`src/rtl/opd_pkg.sv`:
```
// ----------------------------------------------------------------------------
// Ogg page deframer package
// Shared codes, header layout and the capture pattern.
// ----------------------------------------------------------------------------
package opd_pkg;

   localparam int COUNT_WIDTH_DEF = 32;

   // byte kind codes, also used as parse phase codes
   localparam logic [2:0] KIND_SIG  = 3'd0;
   localparam logic [2:0] KIND_HDR  = 3'd1;
   localparam logic [2:0] KIND_LACE = 3'd2;
   localparam logic [2:0] KIND_PAY  = 3'd3;
   localparam logic [2:0] KIND_IGN  = 3'd4;

   // status codes
   localparam logic [1:0] ST_OK    = 2'd0;
   localparam logic [1:0] ST_BAD   = 2'd1;
   localparam logic [1:0] ST_TRUNC = 2'd2;

   // header byte positions after the capture pattern
   localparam logic [4:0] HDR_VERSION = 5'd0;
   localparam logic [4:0] HDR_FLAGS   = 5'd1;
   localparam logic [4:0] HDR_GRAN    = 5'd2;
   localparam logic [4:0] HDR_SERIAL  = 5'd10;
   localparam logic [4:0] HDR_SEQ     = 5'd14;
   localparam logic [4:0] HDR_CRC     = 5'd18;
   localparam logic [4:0] HDR_SEGS    = 5'd22;
   localparam logic [4:0] SIG_LAST    = 5'd3;

   // capture pattern "OggS"
   function automatic logic [7:0] sig_byte(input logic [1:0] idx);
      logic [7:0] val;
      case (idx)
         2'd0:    val = 8'h4F;
         2'd1:    val = 8'h67;
         2'd2:    val = 8'h67;
         default: val = 8'h53;
      endcase
      return val;
   endfunction

endpackage

```
`src/rtl/ogg_page_deframer.sv`:
```
// ----------------------------------------------------------------------------
// Ogg page deframer
// Parses an Ogg stream byte by byte: capture pattern, header fields, lacing
// table and payload, with one result item per input item.
// ----------------------------------------------------------------------------
// An accepted req item's rsp item is registered and appears in the cycle after it is accepted.
// Throughput: one item per cycle; the parse state and the result register
// update together, so only a stalled, unread result holds off the input.
// Reset (synchronous, active high) returns to the capture-pattern phase,
// clears the captured fields, the byte counter and the sticky error.
// ----------------------------------------------------------------------------
module ogg_page_deframer
   import opd_pkg::*;
#(
   parameter int COUNT_WIDTH = COUNT_WIDTH_DEF
) (
   input  logic        clock,
   input  logic        reset,
   // input channel
   input  logic        req_valid,
   output logic        req_stall,
   input  logic [7:0]  req_byte_in,
   input  logic        req_end_of_data,
   // result channel
   output logic        rsp_valid,
   input  logic        rsp_stall,
   output logic [2:0]  rsp_byte_kind,
   output logic        rsp_page_end,
   output logic [1:0]  rsp_status,
   output logic [31:0] rsp_bytes_consumed,
   output logic [7:0]  rsp_stream_version,
   output logic [7:0]  rsp_header_flags,
   output logic [63:0] rsp_granule_pos,
   output logic [31:0] rsp_serial_no,
   output logic [31:0] rsp_page_seq,
   output logic [31:0] rsp_page_crc,
   output logic [7:0]  rsp_segment_count
);

   // ---------------------------------------------------------------------
   // Parse state. The phase register doubles as the sticky error flag:
   // once it holds the ignore code only reset leaves it.
   // ---------------------------------------------------------------------
   logic [2:0]             phase_ff,    phase_in;
   logic [4:0]             hdr_idx_ff,  hdr_idx_in;
   logic [7:0]             lace_ff,     lace_in;
   logic [15:0]            pay_ff,      pay_in;
   logic [7:0]             version_ff,  version_in;
   logic [7:0]             flags_ff,    flags_in;
   logic [63:0]            granule_ff,  granule_in;
   logic [31:0]            serial_ff,   serial_in;
   logic [31:0]            seq_ff,      seq_in;
   logic [31:0]            crc_ff,      crc_in;
   logic [7:0]             segs_ff,     segs_in;
   logic [COUNT_WIDTH-1:0] count_ff,    count_in;

   // result register
   logic        out_valid_ff, out_valid_in;
   logic [2:0]  out_kind_ff,  out_kind_in;
   logic        out_pend_ff,  out_pend_in;
   logic [1:0]  out_status_ff, out_status_in;
   logic [31:0] out_count_ff, out_count_in;

   logic        accept;
   logic        taken;
   logic        consumed;
   logic [4:0]  gran_off;
   logic [4:0]  serial_off;
   logic [4:0]  seq_off;
   logic [4:0]  crc_off;
   logic [7:0]  lace_dec;
   logic [15:0] pay_sum;
   logic [15:0] pay_dec;
   logic [63:0] count_wide;

   // Hold the input while a finished result sits unread downstream.
   assign req_stall = out_valid_ff & rsp_stall;
   assign accept    = req_valid & ~req_stall;
   assign taken     = out_valid_ff & ~rsp_stall;

   // byte lane offsets inside the multi-byte little-endian fields
   assign gran_off   = hdr_idx_ff - HDR_GRAN;
   assign serial_off = hdr_idx_ff - HDR_SERIAL;
   assign seq_off    = hdr_idx_ff - HDR_SEQ;
   assign crc_off    = hdr_idx_ff - HDR_CRC;

   assign lace_dec = lace_ff - 8'd1;
   assign pay_sum  = pay_ff + {8'd0, req_byte_in};
   assign pay_dec  = pay_ff - 16'd1;

   // ---------------------------------------------------------------------
   // Next-state logic for one byte
   // ---------------------------------------------------------------------
   always_comb begin
      phase_in    = phase_ff;
      hdr_idx_in  = hdr_idx_ff;
      lace_in     = lace_ff;
      pay_in      = pay_ff;
      version_in  = version_ff;
      flags_in    = flags_ff;
      granule_in  = granule_ff;
      serial_in   = serial_ff;
      seq_in      = seq_ff;
      crc_in      = crc_ff;
      segs_in     = segs_ff;
      out_kind_in = KIND_IGN;
      out_pend_in = 1'b0;
      consumed    = 1'b1;

      case (phase_ff)
         KIND_SIG: begin
            out_kind_in = KIND_SIG;
            if (req_byte_in != sig_byte(hdr_idx_ff[1:0])) begin
               // bad pattern byte: go sticky, do not count it
               phase_in = KIND_IGN;
               consumed = 1'b0;
            end else if (hdr_idx_ff >= SIG_LAST) begin
               hdr_idx_in = '0;
               phase_in   = KIND_HDR;
            end else begin
               hdr_idx_in = hdr_idx_ff + 5'd1;
            end
         end
         KIND_HDR: begin
            out_kind_in = KIND_HDR;
            // overwrite this byte's lane of its field
            if (hdr_idx_ff == HDR_VERSION) begin
               version_in = req_byte_in;
            end else if (hdr_idx_ff == HDR_FLAGS) begin
               flags_in = req_byte_in;
            end else if (hdr_idx_ff < HDR_SERIAL) begin
               granule_in[{gran_off[2:0], 3'b000} +: 8] = req_byte_in;
            end else if (hdr_idx_ff < HDR_SEQ) begin
               serial_in[{serial_off[1:0], 3'b000} +: 8] = req_byte_in;
            end else if (hdr_idx_ff < HDR_CRC) begin
               seq_in[{seq_off[1:0], 3'b000} +: 8] = req_byte_in;
            end else if (hdr_idx_ff < HDR_SEGS) begin
               crc_in[{crc_off[1:0], 3'b000} +: 8] = req_byte_in;
            end else begin
               segs_in = req_byte_in;
            end
            if (hdr_idx_ff >= HDR_SEGS) begin
               hdr_idx_in = '0;
               lace_in    = req_byte_in;
               pay_in     = '0;
               if (req_byte_in == 8'd0) begin
                  // empty page ends on the segment count
                  out_pend_in = 1'b1;
                  phase_in    = KIND_SIG;
               end else begin
                  phase_in = KIND_LACE;
               end
            end else begin
               hdr_idx_in = hdr_idx_ff + 5'd1;
            end
         end
         KIND_LACE: begin
            out_kind_in = KIND_LACE;
            pay_in      = pay_sum;
            lace_in     = lace_dec;
            if (lace_dec == 8'd0) begin
               if (pay_sum == 16'd0) begin
                  out_pend_in = 1'b1;
                  phase_in    = KIND_SIG;
               end else begin
                  phase_in = KIND_PAY;
               end
            end
         end
         KIND_PAY: begin
            out_kind_in = KIND_PAY;
            pay_in      = pay_dec;
            if (pay_dec == 16'd0) begin
               out_pend_in = 1'b1;
               phase_in    = KIND_SIG;
            end
         end
         default: begin
            // after an error: ignore the byte, keep everything
            out_kind_in = KIND_IGN;
            phase_in    = KIND_IGN;
            consumed    = 1'b0;
         end
      endcase

      // status from the updated error state
      if (phase_in == KIND_IGN) begin
         out_status_in = ST_BAD;
      end else if (req_end_of_data && !out_pend_in) begin
         out_status_in = ST_TRUNC;
      end else begin
         out_status_in = ST_OK;
      end

      // end of data restarts the parser unless it is stuck in error
      if (req_end_of_data && phase_in != KIND_IGN) begin
         phase_in   = KIND_SIG;
         hdr_idx_in = '0;
         lace_in    = '0;
         pay_in     = '0;
      end

      // saturating byte counter
      count_in = count_ff;
      if (consumed && count_ff != {COUNT_WIDTH{1'b1}}) begin
         count_in = count_ff + {{(COUNT_WIDTH-1){1'b0}}, 1'b1};
      end
   end

   // clamp the counter to the 32-bit result field
   assign count_wide   = 64'(count_in);
   assign out_count_in = (count_wide > 64'h0000_0000_FFFF_FFFF) ? 32'hFFFF_FFFF
                                                                : count_wide[31:0];

   always_comb begin
      out_valid_in = out_valid_ff;
      if (accept) begin
         out_valid_in = 1'b1;
      end else if (taken) begin
         out_valid_in = 1'b0;
      end
   end

   // ---------------------------------------------------------------------
   // Registers
   // ---------------------------------------------------------------------
   always_ff @(posedge clock) begin
      if (reset) begin
         phase_ff     <= KIND_SIG;
         hdr_idx_ff   <= '0;
         lace_ff      <= '0;
         pay_ff       <= '0;
         version_ff   <= '0;
         flags_ff     <= '0;
         granule_ff   <= '0;
         serial_ff    <= '0;
         seq_ff       <= '0;
         crc_ff       <= '0;
         segs_ff      <= '0;
         count_ff     <= '0;
         out_valid_ff <= 1'b0;
      end else begin
         out_valid_ff <= out_valid_in;
         if (accept) begin
            phase_ff   <= phase_in;
            hdr_idx_ff <= hdr_idx_in;
            lace_ff    <= lace_in;
            pay_ff     <= pay_in;
            version_ff <= version_in;
            flags_ff   <= flags_in;
            granule_ff <= granule_in;
            serial_ff  <= serial_in;
            seq_ff     <= seq_in;
            crc_ff     <= crc_in;
            segs_ff    <= segs_in;
            count_ff   <= count_in;
         end
      end
   end

   // result payload: load on accept, hold otherwise
   always_ff @(posedge clock) begin
      if (accept) begin
         out_kind_ff   <= out_kind_in;
         out_pend_ff   <= out_pend_in;
         out_status_ff <= out_status_in;
         out_count_ff  <= out_count_in;
      end
   end

   // captured fields show the state after the reported byte
   assign rsp_valid          = out_valid_ff;
   assign rsp_byte_kind      = out_kind_ff;
   assign rsp_page_end       = out_pend_ff;
   assign rsp_status         = out_status_ff;
   assign rsp_bytes_consumed = out_count_ff;
   assign rsp_stream_version = version_ff;
   assign rsp_header_flags   = flags_ff;
   assign rsp_granule_pos    = granule_ff;
   assign rsp_serial_no      = serial_ff;
   assign rsp_page_seq       = seq_ff;
   assign rsp_page_crc       = crc_ff;
   assign rsp_segment_count  = segs_ff;

   // ---------------------------------------------------------------------
   // Assertions
   // ---------------------------------------------------------------------
   a_error_sticky: assert property (@(posedge clock) disable iff (reset)
      phase_ff == KIND_IGN |=> phase_ff == KIND_IGN)
      else $error("error state left without reset");

   a_page_end_ok: assert property (@(posedge clock) disable iff (reset)
      out_valid_ff && out_pend_ff |-> out_status_ff == ST_OK)
      else $error("page end reported with bad status");

   a_ignored_bad: assert property (@(posedge clock) disable iff (reset)
      out_valid_ff && out_kind_ff == KIND_IGN |-> out_status_ff == ST_BAD)
      else $error("ignored byte without error status");

   a_stall_holds: assert property (@(posedge clock) disable iff (reset)
      out_valid_ff && rsp_stall |=> out_valid_ff && $stable(out_count_ff))
      else $error("stalled result lost or changed");

endmodule
```
`config.mk`:
```
export PLATFORM = sky130hd
export DESIGN_NAME = ogg_page_deframer
export DESIGN_NICKNAME = d
export VERILOG_FILES = /design/src/rtl/opd_pkg.sv /design/src/rtl/ogg_page_deframer.sv
export SDC_FILE = /design/constraint.sdc
export NUM_CORES = 1
export LEC_CHECK = 0
export ABC_AREA = 1
export BUFFER_PORTS_ARGS = -buffer_cell sky130_fd_sc_hd__buf_2
export CORE_MARGIN = 2
export CORE_UTILIZATION = 51
export DETAILED_ROUTE_END_ITERATION = 6
export PLACE_DENSITY_LB_ADDON = 0.12
export SLEW_MARGIN = 20
export SYNTH_ARGS = -nofsm -noshare
export SYNTH_HDL_FRONTEND = slang
export SYNTH_SLANG_ARGS = --single-unit
```
`constraint.sdc`:
```
create_clock -name clock -period 3.05 [get_ports clock]
set_clock_uncertainty 0.1 [all_clocks]
set_input_delay 0.305 -clock clock [delete_from_list [all_inputs] [get_ports clock]]
set_output_delay 0.305 -clock clock [all_outputs]
set_load 0.1 [all_outputs]
```
# Yosys cells after proc, flatten, opt, wreduce, memory -nomap -nowiden
# Index checks and enable logic that the tools add are counted.
# Widths: inputs -> output; s select.
# classes
n_addsub	13
n_lt_le_gt_ge	7
eq_ne	12
n_shift	8
muxes	39
bitwise	11
reduce_logical	27
# op_table
op	n
$bwmux 32	3
$shift 8x7->32 const A	3
$shiftx 8x7->32	3
$bwmux 64	1
$shift 8x8->64 const A	1
$shiftx 8x8->64	1
$pmux 16 s3	1
$add 32x1->32 const B	1
$gt 32x32->1 const B	1
$logic_not 16->1	2
$mux 16	2
$mux 32	1
$ne 32x32->1 const B	1
$mux 8	3
$pmux 3 s4	2
$neg 5->7	3
$mux 5	4
$mux 3	6
$add 16x8->16	1
$logic_not 8->1	2
$pmux 8 s2	1
$reduce_and 8->1	2
$sub 16x1->16 const B	1
$pmux 6 s2	1
39 further kinds	70
# totals
register_bits	287
inputBits	13
output_inout_bits	224
word_cells	134

# Depth between registers and ports, before layout
# Gate-level depths: netlist (run 1).
# depth
word_depth	11
mapped_depth	19
mapped_depth_nobuf	19

# Worst setup path after synthesis (run 1)
# No wires, ideal clock.
# synth_timing
path_kind	register to register
from	register out_valid_ff (netlist: rsp_valid)
to	register lace_ff[2]
setup_ns	0.070
arrival_time_ns	3.704
setup_slack_ns	-0.825
path_stages_with_launch	9
path_buffers	1
synth_period_minus_slack_ns	3.875
cell_sequence	dfxtp_1 -> nand2_1 -> inv_1 -> nor2_2 -> clkbuf_1 -> nand2_1 -> inv_2 -> o2111ai_1 -> a21oi_1
# synth_via
elab_chain_len	4
# synth_lines
element	line	source
from (decl)	ogg_page_deframer.sv:58	logic out_valid_ff, out_valid_in;
from (signal assigned)	ogg_page_deframer.sv:243	out_valid_ff <= out_valid_in;
$and 1x1->1	ogg_page_deframer.sv:77	assign req_stall = out_valid_ff & rsp_stall;
net req_stall	ogg_page_deframer.sv:21	output logic req_stall,
$not 1->1	ogg_page_deframer.sv:78	assign accept = req_valid & ~req_stall;
$and 1x1->1	ogg_page_deframer.sv:78	
net accept	ogg_page_deframer.sv:64	logic accept;
$reduce_and 3->1 (no line)	-	
to (signal assigned)	ogg_page_deframer.sv:247	lace_ff <= lace_in;
to (decl)	ogg_page_deframer.sv:46	logic [7:0] lace_ff, lace_in;
# The timed path passes the listed nets, and every way through them passes these cells.
# A chain may end at the register's enable or synchronous reset.

# Final worst setup path (run 1)
# layout_timing
from	register hdr_idx_ff[1]
to	register hdr_idx_ff[4]
# layout_via
elab_chain_len	11
word_cells_on_any_way	24
cone_classes	1 x add/sub; 2 x order compare; 5 x eq/ne; 11 x mux; 5 x reduce/logical
# layout_lines
element	line	source
from (decl)	ogg_page_deframer.sv:45	logic [4:0] hdr_idx_ff, hdr_idx_in;
from (signal assigned)	ogg_page_deframer.sv:246	hdr_idx_ff <= hdr_idx_in;
$eq 2x2->1 / $eq 2x1->1 (equally long branches)	opd_pkg.sv:34	case (idx)
$reduce_or 2->1 (no line)	-	
$pmux 6 s2	opd_pkg.sv:34	
$mux 8	ogg_page_deframer.sv:110	case (phase_ff)
$ne 8x8->1	ogg_page_deframer.sv:113	if (req_byte_in != sig_byte(hdr_idx_ff[1:0])) begin
$mux 3	ogg_page_deframer.sv:113	
$pmux 3 s4	ogg_page_deframer.sv:110	
$ne 3x3->1	ogg_page_deframer.sv:196	if (req_end_of_data && phase_in != KIND_IGN) begin
$logic_and 1x1->1	ogg_page_deframer.sv:196	
$ne 3x3->1 (no line) / $reduce_bool 3->1 (equally long branches)	-	
$reduce_and 3->1 (no line)	-	
# Parallel ways exist; a longest one is shown, timed or not. The select of a mux whose other input is x is not followed.

==> flow_summary.ini, run 1 <==
[status]
outcome = finished clean

[global_route]
antenna_found_initial = 0
grt-ovfl-total = 0
grt_start_max_net_pins = 71
grt_pass1_vias = 12000
grt_pass1_wl_mm = 62.9
grt_usage_pct = 27.1

[floorplan]
coreArea_mm2 = 0.0268
io_pins = 237
die_height_um = 169
die_area_mm2 = 0.0284
die_x_um = 169
initial_core_util_pct = 51.5
rows = 60

[sta]
worst_pin_slew_ps = 963
final_max_slew_viol_count = 0
holdWs_ps = 57.5
setup_viol = 0
finalHoldViolations = 0
fmax_mhz = 368
finalWorstSetupSlack_ps = 334
fin_tns_setup_ps = 0
finalCritPeriodShare_pct = 89.0
finalCriticalPeriod_ps = 2720
grt_setup_unrepaired = no
maxSlewHeadroom_pct = 35.8

[drt]
wl_mm = 39.5
dr_total_vias = 13100
via_per_inst = 5.35
drc = 0
postRouteAntennaNets = 0
avgRoutedWirePerCell_um = 16.2
drt_iter0_markers = 1007
first_pass_iters = 6

[logic_synthesis]
synth-seq-area-share_pct = 44.4
synthMuxAreaShare_pct = 0
avgSynthCellArea_um2 = 7.41
async_flop_share_pct = 0
syn_inst = 1864
yosys_warnings = 0
yosys-top-cells-area = dfxtp_1, nand2_1, edfxtp_1
synth_top_family_by_area = simple AND/OR/NAND/NOR gates
synth_nets = 1901
synth_compound_area_share_pct = 16.9
synth_adder_area_share_pct = 2.23
ys_types = 49
synth-simple-area-share_pct = 23.9
synth_edf_count = 38
ys_ff_latch = 287
synth-xor-area-share_pct = 2.98
yosysTopAreaCell = dfxtp_1
synth_ff_type = dfxtp_1
syn_area_mm2 = 0.0138
yosysTopAreaCellShare_pct = 36.1

[pwr]
p_leak_nw = 7.26
vdd_ir_drop_max_mv = 0.332
powerDensity_mw_per_mm2 = 540

[placed_design]
port_buffers = 236
place_ws_ps = 89.3
dp_hpwl_mm = 27.9
gp_congestion = 0.890

[setup_path]
rr_endpoint = hdr_idx_ff[4]
required_ps = 3430
critPathLaunchType = flip-flop
crit_type = flip-flop to flip-flop
crit_start = hdr_idx_ff[1]
crit_path_max_fanout = 10
r2r_start = hdr_idx_ff[1]
r2r_setup_slack_ps = 330
critPathCaptureType = flip-flop
reg2reg_depth = 14
cp.arrival_ps = 3090

[flow_run]
drv_cap = 0

[clock_network]
clock-root-buffer = clkbuf_16
clk_pin_slew_ps = 60
cts_tree = built
clock-sinks = 287
clk_latency_ps = 560
htree_num_levels = 1
cts_buffer_depth = 3
numCtsBuffers = 30

[hold_path]
whs_path_depth = 3
hold_path_end = rsp_granule_pos[33]
min_from = req_byte_in[1]
worstHoldPathType = input pin to flip-flop

[finish]
drive_above_1_share_pct = 18.9
area.sequential_mm2 = 0.00613
final_core_util_pct = 61.2
n_antenna_cell = 0
multi_input_area_mm2 = 0.00637
fillers = 2499
finalNetCount = 2114
area_delta_synth_final_pct = 18.7
## report_power, final
group / internal [mW] / leakage, nW / switching, mW / total [mW]
combinational: 0.220 / 4.34 / 0.790 / 1.01
clock: 2.32 / 0.528 / 1.53 / 3.85
sequential: 3.92 / 2.39 / 0.0673 / 3.99
total: 6.46 / 7.26 / 2.39 / 8.85
## kinds of logic (layout without fill, tap and decap cells)
family | Yosys count | after routing
simple gates | 743 | 743
buf+inv | 333 | 569
compound gates | 430 | 430
xor+xnor | 47 | 47
flops | 287 | 287
fa+ha+maj | 24 | 24
## cell usage in the layout (no fill, tap or decap), types with 3 or more instances in the layout
cell type,netlist,routed
inv_1,224,222
nor3_1,38,37
nand3_1,98,98
nor2_4,5,6
xor2_1,44,44
dfxtp_1,249,248
nor2_1,199,198
a21oi_1,221,221
clkbuf_8,0,12
nor3_2,6,6
edfxtp_1,38,38
o211ai_1,4,4
nor4_1,10,10
dlygate4sd3_1,0,3
nand4_1,26,26
a211oi_1,16,16
o21ai_0,134,134
clkbuf_16,0,31
clkinv_2,0,3
inv_2,16,16
nand2_1,329,328
clkbuf_1,58,3
buf_2,19,235
ha_1,23,23
nand2_2,6,7
clkinv_1,3,3
a211oi_2,10,10
xnor2_1,3,3
nor2_2,7,7
nor4_4,3,3
o21ai_2,8,8
o21ai_1,25,25
buf_4,3,30
nand3b_1,3,3
o22ai_1,7,7
## through the flow
stage                     total power, mW  area [µm²]  cells
final                                8.85       16400   2441
after global routing                 9.17       16400   2441
after CTS                            8.90       16400   2441
after detailed placement             5.07       15300   2383
after global placement               5.06       15300   2383
after floorplan                      4.85       13800   1864
## state kept, by name, summed over array words and instances, names as in the netlist, 16 cells and up
| name | cells |
|---|---|
| rsp_serial_no | 32 |
| count_ff | 32 |
| pay_ff | 16 |
| rsp_page_crc | 32 |
| rsp_page_seq | 32 |
| rsp_bytes_consumed | 32 |
| rsp_granule_pos | 64 |
## worst max path at each step
| stage | endpoint |
|---|---|
| 3_3_place_gp | rsp_page_crc[14] |
| 5_1_grt | count_ff[14] |
| 2_1_floorplan | lace_ff[2] |
| 6_report | hdr_idx_ff[4] |
| 4_1_cts | rsp_page_crc[12] |
| 3_5_place_dp | rsp_page_crc[12] |
## critical path, stage by stage, from the launching register on
cell	delay, ps
dfxtp_2	390
inv_1	120
ha_1	420
inv_1	80
nand2_1	70
nand2_1	50
nand3_1	140
nand3_1	100
inv_2	110
nor2_8	50
nand2_2	180
inv_1	210
nor4_4	400
nand2_1	90
a21oi_1	130
## cells in the mapped netlist (all sizes together) (23+ instances only)
cell and instances:
xor2 44, o21ai 167, nand2 337, clkbuf 58, ha 23, inv 241, nand3 100, a21oi 221
edfxtp 38, dfxtp 249, nor2 212, nor3 45, a211oi 26, nand4 26, buf 31
## per-layer routing
metal  vias up  global-route usage, %  share of wire [%]
li1       6529                      -                  -
met1      6051                   36.2                 44
met2       417                   45.6                 47
met3        72                   4.09                5.9
met4         0                   7.98                2.5
met5         -                      0                  0
## what timing repair did
item	in CTS	in global routing
setup buffers	0	0
hold endpoints to repair	2	0
endpoints found under the setup margin	0	43
hold buffers	3	0
resized for setup	0	9
## cell type report
class	count	share of cell area (%)
multi-input combinational	1244	38.9
sequential	287	37.4
timing repair buffer	270	8.95
clock buffer	46	5.81
inverter	244	5.66
tap	341	2.60
clock inverter	9	0.710
Note: power is estimated with default switching activity, not from simulation.
==> run 2: changes to the inputs <==
==> constraint.sdc (replaced) <==
create_clock -name clock -period 3.05 [get_ports clock]
set_clock_uncertainty 0.1 [all_clocks]
set_input_delay 0.7625 -clock clock [delete_from_list [all_inputs] [get_ports clock]]
set_output_delay 0.7625 -clock clock [all_outputs]
set_load 0.1 [all_outputs]
==> run 2 against run 1 <==
Against the previous run: utilization increased by 0.27 points; fmax rose by 1.7%; die area unchanged; worst setup slack improved by 46 ps; cell count rose by 0.90%; clock power decreased by 3%; cell area increased by 0.44%; register-to-register slack improved by 50 ps; non-clock buffer count increased by 19; clock-buffer cell count unchanged; wire length rose by 1.7%; global-route usage rose by 0.58 points; critical path type unchanged; largest power group unchanged.
==> flow_summary.ini, run 2 (same netlist as run 1, synthesis figures left out) <==
[status]
outcome = finished clean

[pwr]
vdd_ir_drop_max_mv = 0.386
p_leak_nw = 7.34
powerDensity_mw_per_mm2 = 533
power_mw = 8.77

[sta]
finalCriticalPeriod_ps = 2670
fin_tns_setup_ps = 0
finalWorstSetupSlack_ps = 380
worst_pin_slew_ps = 723
grt_setup_unrepaired = no
final_max_slew_viol_count = 0
maxSlewHeadroom_pct = 51.8
finalCritPeriodShare_pct = 87.5
finalHoldViolations = 0
setup_viol = 0
fmax_mhz = 375

[floorplan]
die_x_um = 169
io_pins = 237
die_area_mm2 = 0.0284
die_height_um = 169
initial_core_util_pct = 51.5
coreArea_mm2 = 0.0268
rows = 60

[drt]
dr_total_vias = 13200
wl_mm = 40.2
via_per_inst = 5.35
postRouteAntennaNets = 0
first_pass_iters = 6
drt_iter0_markers = 913
drc = 0
avgRoutedWirePerCell_um = 16.3

[global_route]
grt-ovfl-total = 0
grt_pass1_wl_mm = 64.0
use_met1_pct = 36.5
antenna_found_initial = 0
top_usage_layer = met2
grt_pass1_vias = 12300
grt_use_met2_pct = 45.8
grt_start_max_net_pins = 106
grt_usage_pct = 27.7
grt_util_met3_pct = 4.56

[placed_design]
gp_congestion = 0.909
place_ws_ps = 98.8
place_inst = 2405
port_buffers = 236
dp_hpwl_mm = 28.6

[setup_path]
crit_type = flip-flop to flip-flop
cp.arrival_ps = 3020
crit_path_max_fanout = 25
critPathLaunchType = flip-flop
reg2reg_depth = 14
required_ps = 3400
r2r_setup_slack_ps = 380
critPathCaptureType = flip-flop
critical_path.endpoint = count_ff[14]
rr_endpoint = count_ff[14]
r2r_start = hdr_idx_ff[0]
crit_start = hdr_idx_ff[0]

[clock_network]
hold_buffers = 0
clock-root-buffer = clkbuf_16
clock-sinks = 287
clk_pin_slew_ps = 60
cts_buffer_depth = 3
clk_latency_ps = 560
post_cts_resized = 0
htree_num_levels = 1
numCtsBuffers = 31
cts_tree = built
post_cts_buffers = 0

[finish]
fin_cells = 2463
fillers = 2470
multi_input_area_mm2 = 0.00636
finalNetCount = 2134
drive_above_1_share_pct = 19.5
n_antenna_cell = 0
largest_reg_flops = 64
area.sequential_mm2 = 0.00613
area_delta_synth_final_pct = 19.2
layout_common_cells = nand2_1, dfxtp_1, buf_2
final_common_cell = nand2_1

[hold_path]
whs_path_depth = 2
worstHoldPathType = flip-flop to flip-flop

[flow_run]
drv_cap = 0
run 2: cell types whose count changed in the layout (fill, tap and decap cells not counted), sizes merged:
cell	delta
clkinv	+4
buf	+22
bufinv	-1
dlygate4sd3	-3
run 2: final cells by class:
cell class | instances | area share, %
Clock buffer | 46 | 5.74
Inverter | 244 | 5.60
Multi-Input combinational cell | 1244 | 38.6
Timing Repair Buffer | 289 | 9.68
Clock inverter | 12 | 0.555
Tap cell | 341 | 2.59
Sequential cell | 287 | 37.2
run 2: how the worst min path moves through the flow:
stage / start / to / slack, ps
final: rsp_granule_pos[7] / rsp_granule_pos[7] / 340
after detailed placement: rsp_granule_pos[1] / rsp_granule_pos[1] / 340
after floorplan: lace_ff[5] / lace_ff[5] / 380
after global placement: rsp_page_crc[9] / rsp_page_crc[9] / 330
after global routing: rsp_page_crc[20] / rsp_page_crc[20] / 360
after CTS: rsp_granule_pos[1] / rsp_granule_pos[1] / 350
run 2: critical path, stage by stage, from the launching register on:
cell and delay, ps:
dfxtp_1 360, clkinv_1 90, ha_1 410, nand2_1 110
nand2_1 80, nand3_1 140, nand3_1 120, inv_2 60
nor2_8 120, nand2_4 150, inv_4 270, nand4_1 160
xor2_1 190, o21ai_1 120, inv_1 50
run 2: where the power goes:
part	internal, mW	total [mW]	leakage (nW)	switching (mW)
logic	0.231	1.02	4.43	0.786
clock network	2.22	3.75	0.518	1.53
registers	3.92	4.00	2.39	0.0735
total	6.37	8.77	7.34	2.39
run 2: per-layer routing:
layer / up-vias / part of all wire (%)
met5: - / 0
met4: 0 / 4.1
met3: 107 / 6.1
met2: 440 / 46
met1: 6054 / 43
li1: 6577 / -
run 2: per-stage QoR:
step                      cell area [µm²]  hold slack [ps]  util (%)
after floorplan                     13800              377         -
final                               16500              343      61.4
after CTS                           16500              345      61.4
after detailed placement            15400              336      57.6
after global routing                16500              361      61.4
after global placement              15400              331      57.6
